**config.mk**
```make
export PLATFORM = sky130hd
export DESIGN_NAME = literal_token_classifier
export DESIGN_NICKNAME = d
export VERILOG_FILES = /design/src/rtl/ltc_pkg.sv /design/src/rtl/ltc_char_decode.sv /design/src/rtl/ltc_tracker.sv /design/src/rtl/literal_token_classifier.sv
export SDC_FILE = /design/constraint.sdc
export NUM_CORES = 1
export LEC_CHECK = 0
export ABC_AREA = 1
export BUFFER_PORTS_ARGS = -buffer_cell sky130_fd_sc_hd__buf_2
export CAP_MARGIN = 30
export CORE_MARGIN = 1.5
export CORE_UTILIZATION = 55
export CTS_CLUSTER_DIAMETER = 120
export DETAILED_ROUTE_END_ITERATION = 10
export PLACE_DENSITY_LB_ADDON = 0.3
export SYNTH_ARGS = -nofsm -noshare
export SYNTH_HDL_FRONTEND = slang
export SYNTH_SLANG_ARGS = --single-unit
```
**constraint.sdc**
```tcl
create_clock -name i_clk -period 2.6 [get_ports i_clk]
set_input_delay 0.26 -clock i_clk [delete_from_list [all_inputs] [get_ports i_clk]]
set_output_delay 0.26 -clock i_clk [all_outputs]
set_load 0.01 [all_outputs]
```
**src/rtl/ltc_pkg.sv**
```systemverilog
`timescale 1ns / 1ps
// ----------------------------------------------------------------------------
// ltc_pkg
// Shared types, constants and character helpers for the literal token
// classifier.
// ----------------------------------------------------------------------------
package ltc_pkg;

    localparam int CP_W    = 21;
    localparam int COUNT_W = 3;
    localparam int CLASS_W = 3;

    localparam logic [COUNT_W-1:0] COUNT_MAX = 3'd6;

    localparam logic [CP_W-1:0] CH_LF      = 21'h0000A;
    localparam logic [CP_W-1:0] CH_CR      = 21'h0000D;
    localparam logic [CP_W-1:0] CH_LS      = 21'h02028;
    localparam logic [CP_W-1:0] CH_PS      = 21'h02029;
    localparam logic [CP_W-1:0] CH_DQUOTE  = 21'h00022;
    localparam logic [CP_W-1:0] CH_SQUOTE  = 21'h00027;
    localparam logic [CP_W-1:0] CH_PLUS    = 21'h0002B;
    localparam logic [CP_W-1:0] CH_MINUS   = 21'h0002D;
    localparam logic [CP_W-1:0] CH_DOT     = 21'h0002E;
    localparam logic [CP_W-1:0] CH_ZERO    = 21'h00030;
    localparam logic [CP_W-1:0] CH_NINE    = 21'h00039;

    typedef enum logic [1:0] {
        INT_START,
        INT_SIGN,
        INT_DIGITS,
        INT_DEAD
    } t_int_state;

    typedef enum logic [1:0] {
        FLT_START,
        FLT_PRE,
        FLT_POST,
        FLT_DEAD
    } t_flt_state;

    typedef enum logic [CLASS_W-1:0] {
        CLS_INVALID = 3'd0,
        CLS_INTEGER = 3'd1,
        CLS_FLOAT   = 3'd2,
        CLS_CHAR    = 3'd3,
        CLS_STRING  = 3'd4,
        CLS_BOOLEAN = 3'd5
    } t_class;

    typedef struct packed {
        logic digit;
        logic sign;
        logic dot;
        logic squote;
        logic dquote;
        logic term;
        logic true_hit;
        logic false_hit;
    } t_char_flags;

    // letter of "true" at a position, positions past the word never match
    function automatic logic word_true_hit(logic [COUNT_W-1:0] pos, logic [CP_W-1:0] cp);
        logic hit;
        unique case (pos)
            3'd0:    hit = (cp == 21'h00074);
            3'd1:    hit = (cp == 21'h00072);
            3'd2:    hit = (cp == 21'h00075);
            3'd3:    hit = (cp == 21'h00065);
            default: hit = 1'b0;
        endcase
        return hit;
    endfunction

    function automatic logic word_false_hit(logic [COUNT_W-1:0] pos, logic [CP_W-1:0] cp);
        logic hit;
        unique case (pos)
            3'd0:    hit = (cp == 21'h00066);
            3'd1:    hit = (cp == 21'h00061);
            3'd2:    hit = (cp == 21'h0006C);
            3'd3:    hit = (cp == 21'h00073);
            3'd4:    hit = (cp == 21'h00065);
            default: hit = 1'b0;
        endcase
        return hit;
    endfunction

endpackage

```
**src/rtl/ltc_char_decode.sv**
```systemverilog
`timescale 1ns / 1ps
// ----------------------------------------------------------------------------
// ltc_char_decode
// Decodes one code point into the character-class flags used by the
// pattern trackers.
// ----------------------------------------------------------------------------
module ltc_char_decode
    import ltc_pkg::*;
(
    input  logic [CP_W-1:0]    i_code_point,
    input  logic [COUNT_W-1:0] i_pos,
    output t_char_flags        o_flags
);

    always_comb begin
        o_flags.digit     = (i_code_point >= CH_ZERO) && (i_code_point <= CH_NINE);
        o_flags.sign      = (i_code_point == CH_PLUS) || (i_code_point == CH_MINUS);
        o_flags.dot       = (i_code_point == CH_DOT);
        o_flags.squote    = (i_code_point == CH_SQUOTE);
        o_flags.dquote    = (i_code_point == CH_DQUOTE);
        o_flags.term      = (i_code_point == CH_LF) || (i_code_point == CH_CR) ||
                            (i_code_point == CH_LS) || (i_code_point == CH_PS);
        o_flags.true_hit  = word_true_hit(i_pos, i_code_point);
        o_flags.false_hit = word_false_hit(i_pos, i_code_point);
    end

endmodule

```
**src/rtl/ltc_tracker.sv**
```systemverilog
`timescale 1ns / 1ps
// ----------------------------------------------------------------------------
// ltc_tracker
// Per-token pattern state: integer and float recognizers, quote, terminator
// and keyword flags, character count. Produces the class on the last char.
// ----------------------------------------------------------------------------
module ltc_tracker
    import ltc_pkg::*;
(
    input  logic               i_clk,
    input  logic               i_rst_n,
    input  logic               i_step,
    input  logic               i_is_last,
    input  logic               i_is_empty,
    input  t_char_flags        i_flags,
    output logic [COUNT_W-1:0] o_pos,
    output t_class             o_class
);

    t_int_state         r_int, n_int;
    t_flt_state         r_flt, n_flt;
    logic [COUNT_W-1:0] r_count, n_count;
    logic               r_sq, n_sq;
    logic               r_dq, n_dq;
    logic               r_term, n_term;
    logic               r_tm, n_tm;
    logic               r_fm, n_fm;

    t_int_state ist;
    t_flt_state fst;
    logic       term, tm, fm, sq0, dq0;
    logic       first;

    assign o_pos = r_count;
    assign first = (r_count == '0);

    always_ff @(posedge i_clk) begin
        if (!i_rst_n) begin
            r_int   <= INT_START;
            r_flt   <= FLT_START;
            r_count <= '0;
            r_sq    <= 1'b0;
            r_dq    <= 1'b0;
            r_term  <= 1'b0;
            r_tm    <= 1'b1;
            r_fm    <= 1'b1;
        end else begin
            r_int   <= n_int;
            r_flt   <= n_flt;
            r_count <= n_count;
            r_sq    <= n_sq;
            r_dq    <= n_dq;
            r_term  <= n_term;
            r_tm    <= n_tm;
            r_fm    <= n_fm;
        end
    end

    always_comb begin
        unique case (r_int)
            INT_START: begin
                if (i_flags.sign) begin
                    ist = INT_SIGN;
                end else if (i_flags.digit) begin
                    ist = INT_DIGITS;
                end else begin
                    ist = INT_DEAD;
                end
            end
            INT_SIGN, INT_DIGITS: ist = i_flags.digit ? INT_DIGITS : INT_DEAD;
            default:              ist = INT_DEAD;
        endcase

        unique case (r_flt)
            FLT_START: begin
                if (i_flags.sign || i_flags.digit) begin
                    fst = FLT_PRE;
                end else if (i_flags.dot) begin
                    fst = FLT_POST;
                end else begin
                    fst = FLT_DEAD;
                end
            end
            FLT_PRE: begin
                if (i_flags.digit) begin
                    fst = FLT_PRE;
                end else if (i_flags.dot) begin
                    fst = FLT_POST;
                end else begin
                    fst = FLT_DEAD;
                end
            end
            FLT_POST: fst = i_flags.digit ? FLT_POST : FLT_DEAD;
            default:  fst = FLT_DEAD;
        endcase

        term = r_term || i_flags.term;
        tm   = r_tm && i_flags.true_hit;
        fm   = r_fm && i_flags.false_hit;
        sq0  = first ? i_flags.squote : r_sq;
        dq0  = first ? i_flags.dquote : r_dq;

        priority if (ist == INT_DIGITS) begin
            o_class = CLS_INTEGER;
        end else if (fst != FLT_DEAD) begin
            o_class = CLS_FLOAT;
        end else if (!term && i_flags.squote &&
                     ((r_count == 3'd1) || ((r_count == 3'd2) && r_sq))) begin
            o_class = CLS_CHAR;
        end else if (!term && !first &&
                     ((r_dq && i_flags.dquote) || (r_sq && i_flags.squote))) begin
            o_class = CLS_STRING;
        end else if ((tm && (r_count == 3'd3)) || (fm && (r_count == 3'd4))) begin
            o_class = CLS_BOOLEAN;
        end else begin
            o_class = CLS_INVALID;
        end
        if (i_is_empty) begin
            o_class = CLS_INVALID;
        end

        n_int   = r_int;
        n_flt   = r_flt;
        n_count = r_count;
        n_sq    = r_sq;
        n_dq    = r_dq;
        n_term  = r_term;
        n_tm    = r_tm;
        n_fm    = r_fm;
        if (i_step) begin
            if (i_is_empty || i_is_last) begin
                n_int   = INT_START;
                n_flt   = FLT_START;
                n_count = '0;
                n_sq    = 1'b0;
                n_dq    = 1'b0;
                n_term  = 1'b0;
                n_tm    = 1'b1;
                n_fm    = 1'b1;
            end else begin
                n_int   = ist;
                n_flt   = fst;
                n_count = (r_count < COUNT_MAX) ? r_count + 3'd1 : r_count;
                n_sq    = sq0;
                n_dq    = dq0;
                n_term  = term;
                n_tm    = tm;
                n_fm    = fm;
            end
        end
    end

endmodule

```
**src/rtl/literal_token_classifier.sv**
```systemverilog
`timescale 1ns / 1ps
// ----------------------------------------------------------------------------
// literal_token_classifier
// Classifies a character-serial token as invalid, integer, float, char,
// string or boolean.
// ----------------------------------------------------------------------------
// Usage:
//   Input channel: one character request per cycle (i_code_point, i_is_last)
//   or an empty-token request (i_is_empty). A request is taken on a rising
//   edge with i_in_valid high and o_in_stall low.
//   Output channel: one o_token_class per token, delivered on the request
//   carrying the last character or the empty mark; taken when o_out_valid is
//   high and i_out_stall is low.
//   Result path: the last character enters the input register, then its
//   class the result register, where o_out_valid rises and it can be taken.
//   Throughput: one character per cycle while o_in_stall is low, limited by
//   the single pass through the character decode and tracker update
//   between the two registers.
//   Reset (synchronous, i_rst_n low): both registers empty, token state back
//   to the start of a token.
//   Receiver stall: the result register holds; the input register still
//   takes characters that give no result, and o_in_stall rises only while a
//   finishing character waits for the result register.
// ----------------------------------------------------------------------------
module literal_token_classifier
    import ltc_pkg::*;
(
    input  logic               i_clk,
    input  logic               i_rst_n,
    input  logic               i_in_valid,
    output logic               o_in_stall,
    input  logic [CP_W-1:0]    i_code_point,
    input  logic               i_is_last,
    input  logic               i_is_empty,
    output logic               o_out_valid,
    input  logic               i_out_stall,
    output logic [CLASS_W-1:0] o_token_class
);

    logic            r_in_valid;
    logic [CP_W-1:0] r_cp;
    logic            r_last;
    logic            r_empty;

    logic         r_out_valid;
    t_class       r_class;

    logic               produces;
    logic               out_free;
    logic               step;
    logic               accept;
    logic [COUNT_W-1:0] pos;
    t_char_flags        flags;
    t_class             cls;

    assign produces    = r_last || r_empty;
    assign out_free    = !r_out_valid || !i_out_stall;
    assign step        = r_in_valid && (!produces || out_free);
    assign o_in_stall  = r_in_valid && !step;
    assign accept      = i_in_valid && !o_in_stall;
    assign o_out_valid = r_out_valid;
    assign o_token_class = r_class;

    always_ff @(posedge i_clk) begin
        if (!i_rst_n) begin
            r_in_valid <= 1'b0;
        end else begin
            r_in_valid <= accept || (r_in_valid && !step);
        end
    end

    always_ff @(posedge i_clk) begin
        if (accept) begin
            r_cp    <= i_code_point;
            r_last  <= i_is_last;
            r_empty <= i_is_empty;
        end
    end

    always_ff @(posedge i_clk) begin
        if (!i_rst_n) begin
            r_out_valid <= 1'b0;
        end else if (step && produces) begin
            r_out_valid <= 1'b1;
        end else if (!i_out_stall) begin
            r_out_valid <= 1'b0;
        end
    end

    always_ff @(posedge i_clk) begin
        if (step && produces) begin
            r_class <= cls;
        end
    end

    ltc_char_decode u_decode (
        .i_code_point (r_cp),
        .i_pos        (pos),
        .o_flags      (flags)
    );

    ltc_tracker u_tracker (
        .i_clk      (i_clk),
        .i_rst_n    (i_rst_n),
        .i_step     (step),
        .i_is_last  (r_last),
        .i_is_empty (r_empty),
        .i_flags    (flags),
        .o_pos      (pos),
        .o_class    (cls)
    );

endmodule
```
After elaboration in Yosys (flattened, before gate mapping)
Index checks and enable logic that the tools add are counted.

Register bits: 40. Bits of input ports: 27. Output and inout port bits: 5. Word-level logic and storage cells: 121.

Add/sub/neg operators: 1. Magnitude comparators: 3. Equal/unequal tests: 28. Multiplexer cells: 27. Reduce and logical (&&, ||, !) cells: 46.

Operators by type and width (number): == test 21 x 7 -> 1 bit (second input constant) (8); == test 21 x 6 -> 1 bit (second input constant) (5); == test 21 x 14 -> 1 bit (second input constant) (2); == test 21 x 4 -> 1 bit (second input constant) (2); greater-or-equal comparator 21 x 6 -> 1 bit (second input constant) (1); less-or-equal comparator 21 x 6 -> 1 bit (second input constant) (1); logical AND 1 bit (16); two-way mux 2 bit (7); logical OR 1 bit (13); two-way mux 1 bit (12); two-way mux 3 bit (4); zero test 1 bit (7); == test 2 bit (second input constant) (3); == test 3 x 2 -> 1 bit (second input constant) (2); case mux 2 bit (3 select lines) (1); case mux 1 bit (5 select lines) (1); == test 2 x 1 -> 1 bit (second input constant) (2); zero test 2 bit (2); case mux 1 bit (4 select lines) (1); case mux 2 bit (2 select lines) (1); AND reduction 2 bit (2); nonzero test 2 bit (2); OR reduction 2 bit (2); OR reduction 4 bit (1); other kinds (7) (7).

Longest topological paths before layout
Depth in word-level cells: 12. Gate-level depth with buffers: 14. Gate-level depth less buffers: 14.

Hierarchy
From an unflattened synthesis, not the netlist that was laid out.

Cells, all modules: 259. Area, all modules: 2120.8 µm².

Modules (own cells, without submodules): literal_token_classifier (times used 1, cells each 44, area an instance 900.9 µm², seq. area each 820.8 µm²); ltc_tracker (times used 1, cells each 114, area an instance 747.0 µm², seq. area each 240.2 µm²); ltc_char_decode (times used 1, cells each 101, area an instance 473.0 µm², seq. area each 0.0 µm²).

Worst setup path after synthesis
OpenSTA, ideal clock, no wires.

Path type: reg2reg. Start: register r_empty. End: register r_cp[0] (enable). Library setup time: 0.403 ns. Data arrival time: 1.728 ns. Required time: 2.197 ns. Slack: 0.469 ns. Cell stages (with the launch flop): 6. Buffers on the path: 0. Clock period less this slack: 2.131 ns. Cell sequence: edfxtp_1 -> nor2_1 -> inv_2 -> nand3_1 -> nor2_1 -> nor2_1.

Word-level cells in the longest chain between the ends: 8.

RTL lines: start: declaration (line literal_token_classifier.sv:43) `logic r_empty;`; start signal: assignment (line literal_token_classifier.sv:76) `r_empty <= i_is_empty;`; logical OR 1 bit (line literal_token_classifier.sv:56) `assign produces = r_last || r_empty;`; zero test 1 bit (line literal_token_classifier.sv:58) `assign step = r_in_valid && (!produces || out_free);`; logical OR 1 bit (line literal_token_classifier.sv:58); logical AND 1 bit (line literal_token_classifier.sv:58); zero test 1 bit (line literal_token_classifier.sv:59) `assign o_in_stall = r_in_valid && !step;`; logical AND 1 bit (line literal_token_classifier.sv:59); net o_in_stall (line literal_token_classifier.sv:31) `output logic o_in_stall,`; zero test 1 bit (line literal_token_classifier.sv:60) `assign accept = i_in_valid && !o_in_stall;`; logical AND 1 bit (line literal_token_classifier.sv:60); net accept (line literal_token_classifier.sv:51) `logic accept;`; end signal: assignment (line literal_token_classifier.sv:74) `r_cp <= i_code_point;`; end: declaration (line literal_token_classifier.sv:41) `logic [CP_W-1:0] r_cp;`.

The timed path passes the listed nets, and every way through them passes these cells. A chain may end at the register's enable or synchronous reset.

Worst setup path after layout
Start: register u_tracker.r_count[1], in the netlist u_tracker.o_pos[1]. End: register r_class[0], in the netlist o_token_class[0], data pin.

Word-level cells in the longest chain between the ends: 10. Elaborated cells between the ends (all ways): 23. Those cells by class: eq/ne: 4; mux: 7; reduce/logical: 12.

RTL lines: start: declaration (line ltc_tracker.sv:22) `logic [COUNT_W-1:0] r_count, n_count;`; start signal: assignment (line ltc_tracker.sv:50) `r_count <= n_count;`; == test 3 bit (tied with other cells) (line ltc_pkg.sv:76, ltc_tracker.sv:113); case mux 1 bit (5 select lines) or case mux 1 bit (4 select lines) (tied branches) (line ltc_pkg.sv:76, ltc_pkg.sv:64); logical AND 1 bit (on tied branches) (line ltc_tracker.sv:99, ltc_tracker.sv:98); logical AND 1 bit (line ltc_tracker.sv:113) `end else if ((tm && (r_count == 3'd3)) || (fm && (r_count == 3'd4))) begin`; logical OR 1 bit (line ltc_tracker.sv:113); two-way mux 3 bit (line ltc_tracker.sv:113); two-way mux 3 bit (line ltc_tracker.sv:110) `end else if (!term && !first &&`; two-way mux 2 bit * (line ltc_tracker.sv:107) `end else if (!term && i_flags.squote &&`; two-way mux 2 bit * (line ltc_tracker.sv:105) `end else if (fst != FLT_DEAD) begin`; two-way mux 1 bit * (line ltc_tracker.sv:103) `priority if (ist == INT_DIGITS) begin`; end signal: assignment (line literal_token_classifier.sv:92) `r_class <= cls;`; end: declaration (line literal_token_classifier.sv:46) `t_class r_class;`.

Every way passes the cells marked *; elsewhere a longest branch is shown, timed or not.

==> run summary <==
Largest net degree at the start of global routing: 24
DR WL met2: 2124 µm
CTS sink count: 40
Post-Route WL: 4318 µm
Cells along the critical path: ha_1 > inv_1 > nor2_1 > o21ai_1 > nand3_1 > nor2_1 > nand2_1 > nand2_1 > nand3_1 > nand4_1 > nand2_1 > inv_1
Final net count: 341
Vias in the first global route: 1,653
Die width: 66.10 µm
Final Wtd Congestion: 0.8866
Hold Startpoint: i_code_point[15]
DRT antenna net count: 0
GRT Overall Usage: 21.14%
Mean Syn Cell Area: 8.110 µm²
CTS buffer count: 5
Cts repair resizes: 0
#FFs+latches synth: 40
Clock Tree Buf Depth: 2
Drt wl/cell: 12.13 µm
Post-synth EDFFs: 26
WHS Path Cells: 1
Main synth FF type: edfxtp_1
DRT met1 WL: 1897 µm
Flop2flop setup slack: 0.77 ns
H-tree depth: 2
Core area: 0.003744 mm²
Clock skew: 0.004929 ns
Cell Rows: 22
Initial core utilization: 58.49%
Worst slew pin tran: 0.3468 ns
Layout cells sized above 1: 22.73%
DP Area: 0.002396 mm²
DRC Markers: 0
Hold Fails Final Rpt: 0
CP Class: reg -> reg
PortBufs: 31
Hold Buf Count CTS: 0
Max-slew violation count: 0
Design Area, Final: 0.002502 mm²
Post-layout min period: 1.828 ns
Synth top cells by count: nand2_1, nor2_1, inv_1, edfxtp_1, nand3_1
Die Height: 66.10 µm
Metal3 WL: 247 µm
Initial DRC Count: 137
First drt pass iteration count: 4
Max_cap viols: 0
Area delta synth->final: 14.29%
RSZ-0062 raised after global routing: no
Die ar.: 0.004369 mm²
Worst-Skew Late Latency: 0.29 ns
Pwr dens: 536.6 mW/mm²
Worst endpoint required time: 2.66 ns
Worst path max stage delay: 0.41 ns
Vias per cell: 5.166
First-pass GRT wire length: 6962 µm
Syn Nets: 304
CTS root buffer: clkbuf_8
CP endpoint kind: flip-flop
Synth warn: 0
DR vias: 1,839
Fin Setup TNS: 0 ns
Clock-pin slew on the worst setup and hold paths: 0.08 ns
Max IR drop VDD: 0.3602 mV
DR top layer: met4
Largest cells by area after synthesis: edfxtp_1, dfxtp_1, nand2_1
Aggregate global routing overflow: 0
Ys async rst share: 0%
I/O pin count: 32
Hold Crit Class: in -> reg
Register area share after synthesis: 48.46%
Post-synth top area share: 35.66%
Static Leak: 0.001149 µW
Relative slew slack: 76.88%
Hold EP: r_cp[15]$_DFFE_PP_
Tcrit/Tclk final: 70.31%
TritonCTS clock tree: built
R2r endpoint: o_token_class[0]$_SDFFCE_PP0P_
Setup violators final: 0
CP max stage cell: dfxtp_1
CP Data Arrival Time: 1.89 ns
CP startpoint kind: flip-flop
Worst reg-to-reg path cell count: 12
Reg2reg start: u_tracker.o_pos[1]$_SDFFE_PN0P_
Mapped Area: 0.002190 mm²
Largest area contributor in the netlist: edfxtp_1
Setup bufs post-CTS: 0
CP dominant cell by count: nand2_1
Initial antenna violation count: 0
CP max FO: 6
Most numerous cell in the Yosys netlist: nand2_1
Count of antenna diodes in the layout: 0
Post-DP HPWL: 3296 µm
Max Fclk: 0.5470 GHz
Outcome: finished, final reports clean
Cell count after synthesis: 270
Netlist cell types: 28
state kept, by name, summed over array words and instances (netlist names), 2 cells and up:
signal           flops
u_tracker.r_flt      2
u_tracker.o_pos      3
r_cp                21
u_tracker.r_int      2
o_token_class        3
where the power goes:
| group | switching, µW | total [µW] | internal [µW] | leakage, µW |
|---|---|---|---|---|
| registers | 26.6 | 736 | 710 | 0.000369 |
| clock network | 206 | 486 | 279 | 0.0000532 |
| logic | 74.0 | 121 | 46.8 | 0.000726 |
cell usage in the layout (no fill, tap or decap), drive strengths merged, types with 2 or more instances in the layout:
| master | count |
|---|---|
| nand2 | 77 |
| nor2 | 48 |
| inv | 39 |
| buf | 32 |
| edfxtp | 26 |
| nand3 | 21 |
| dfxtp | 14 |
| a21oi | 13 |
| ha | 7 |
| o21ai | 7 |
| nand4 | 6 |
| clkbuf | 5 |
| nor3 | 3 |
| clkinv | 2 |
kinds of logic (layout without fill, tap and decap cells):
family	after synthesis	count (layout)	synth area share (%)
buf+inv	41	79	7.543
fa+ha+maj	7	7	4.000
simple gates	158	158	33.49
xor+xnor	1	1	0.4001
compound gates	23	23	6.114
flops	40	40	48.46
stage by stage:
stage	utilization, %	instances	setup slack (ns)	hold slack (ns)	total power (µW)
CTS	66.84	356	0.7981	0.1395	1349
global placement	64.00	348	0.8392	0.4366	866.5
finish	66.84	356	0.7718	0.1423	1343
global route	66.84	356	0.6214	0.1250	1399
floorplan	-	270	0.4688	0.3589	826.0
detailed placement	64.00	348	0.8019	0.4388	870.2
worst max-delay path, delay by kind of cell, from the launching register on:
| kind | cells | cell delay [ns] |
|---|---|---|
| AOI/OAI and AO/OA | 1 | 0.10 |
| and+or+nand+nor | 8 | 0.76 |
| DFF | 1 | 0.41 |
| adders and majority gates | 1 | 0.24 |
| buffers and inverters | 2 | 0.08 |
layer usage:
metal	up-vias	track usage [%]
li1	945	-
met1	841	26.72
met3	5	4.600
met2	48	35.63
met4	0	7.398
met5	-	0
area by class of cell:
class	instances	area, µm²
fillers	336	1241
flip-flops and latches	40	1061
multi-input cells	189	965.9
repair buffers	32	162.7
inverters	39	146.4
clock buffers	5	68.82
well taps	48	60.06
clock inverters	3	37.54
worst max path at each step:
stage,from,end,slack [ns],cells after the start
after floorplan,r_empty$_DFFE_PP_,r_cp[0]$_DFFE_PP_,0.47,5
after global placement,u_tracker.o_pos[0]$_SDFFE_PN0P_,o_token_class[0]$_SDFFCE_PP0P_,0.84,13
after detailed placement,u_tracker.o_pos[1]$_SDFFE_PN0P_,o_token_class[0]$_SDFFCE_PP0P_,0.80,12
after CTS,u_tracker.o_pos[1]$_SDFFE_PN0P_,o_token_class[0]$_SDFFCE_PP0P_,0.80,12
after global routing,u_tracker.o_pos[1]$_SDFFE_PN0P_,o_token_class[0]$_SDFFCE_PP0P_,0.62,12
final,u_tracker.o_pos[1]$_SDFFE_PN0P_,o_token_class[0]$_SDFFCE_PP0P_,0.77,12
Power figures use the tool's default switching activity.
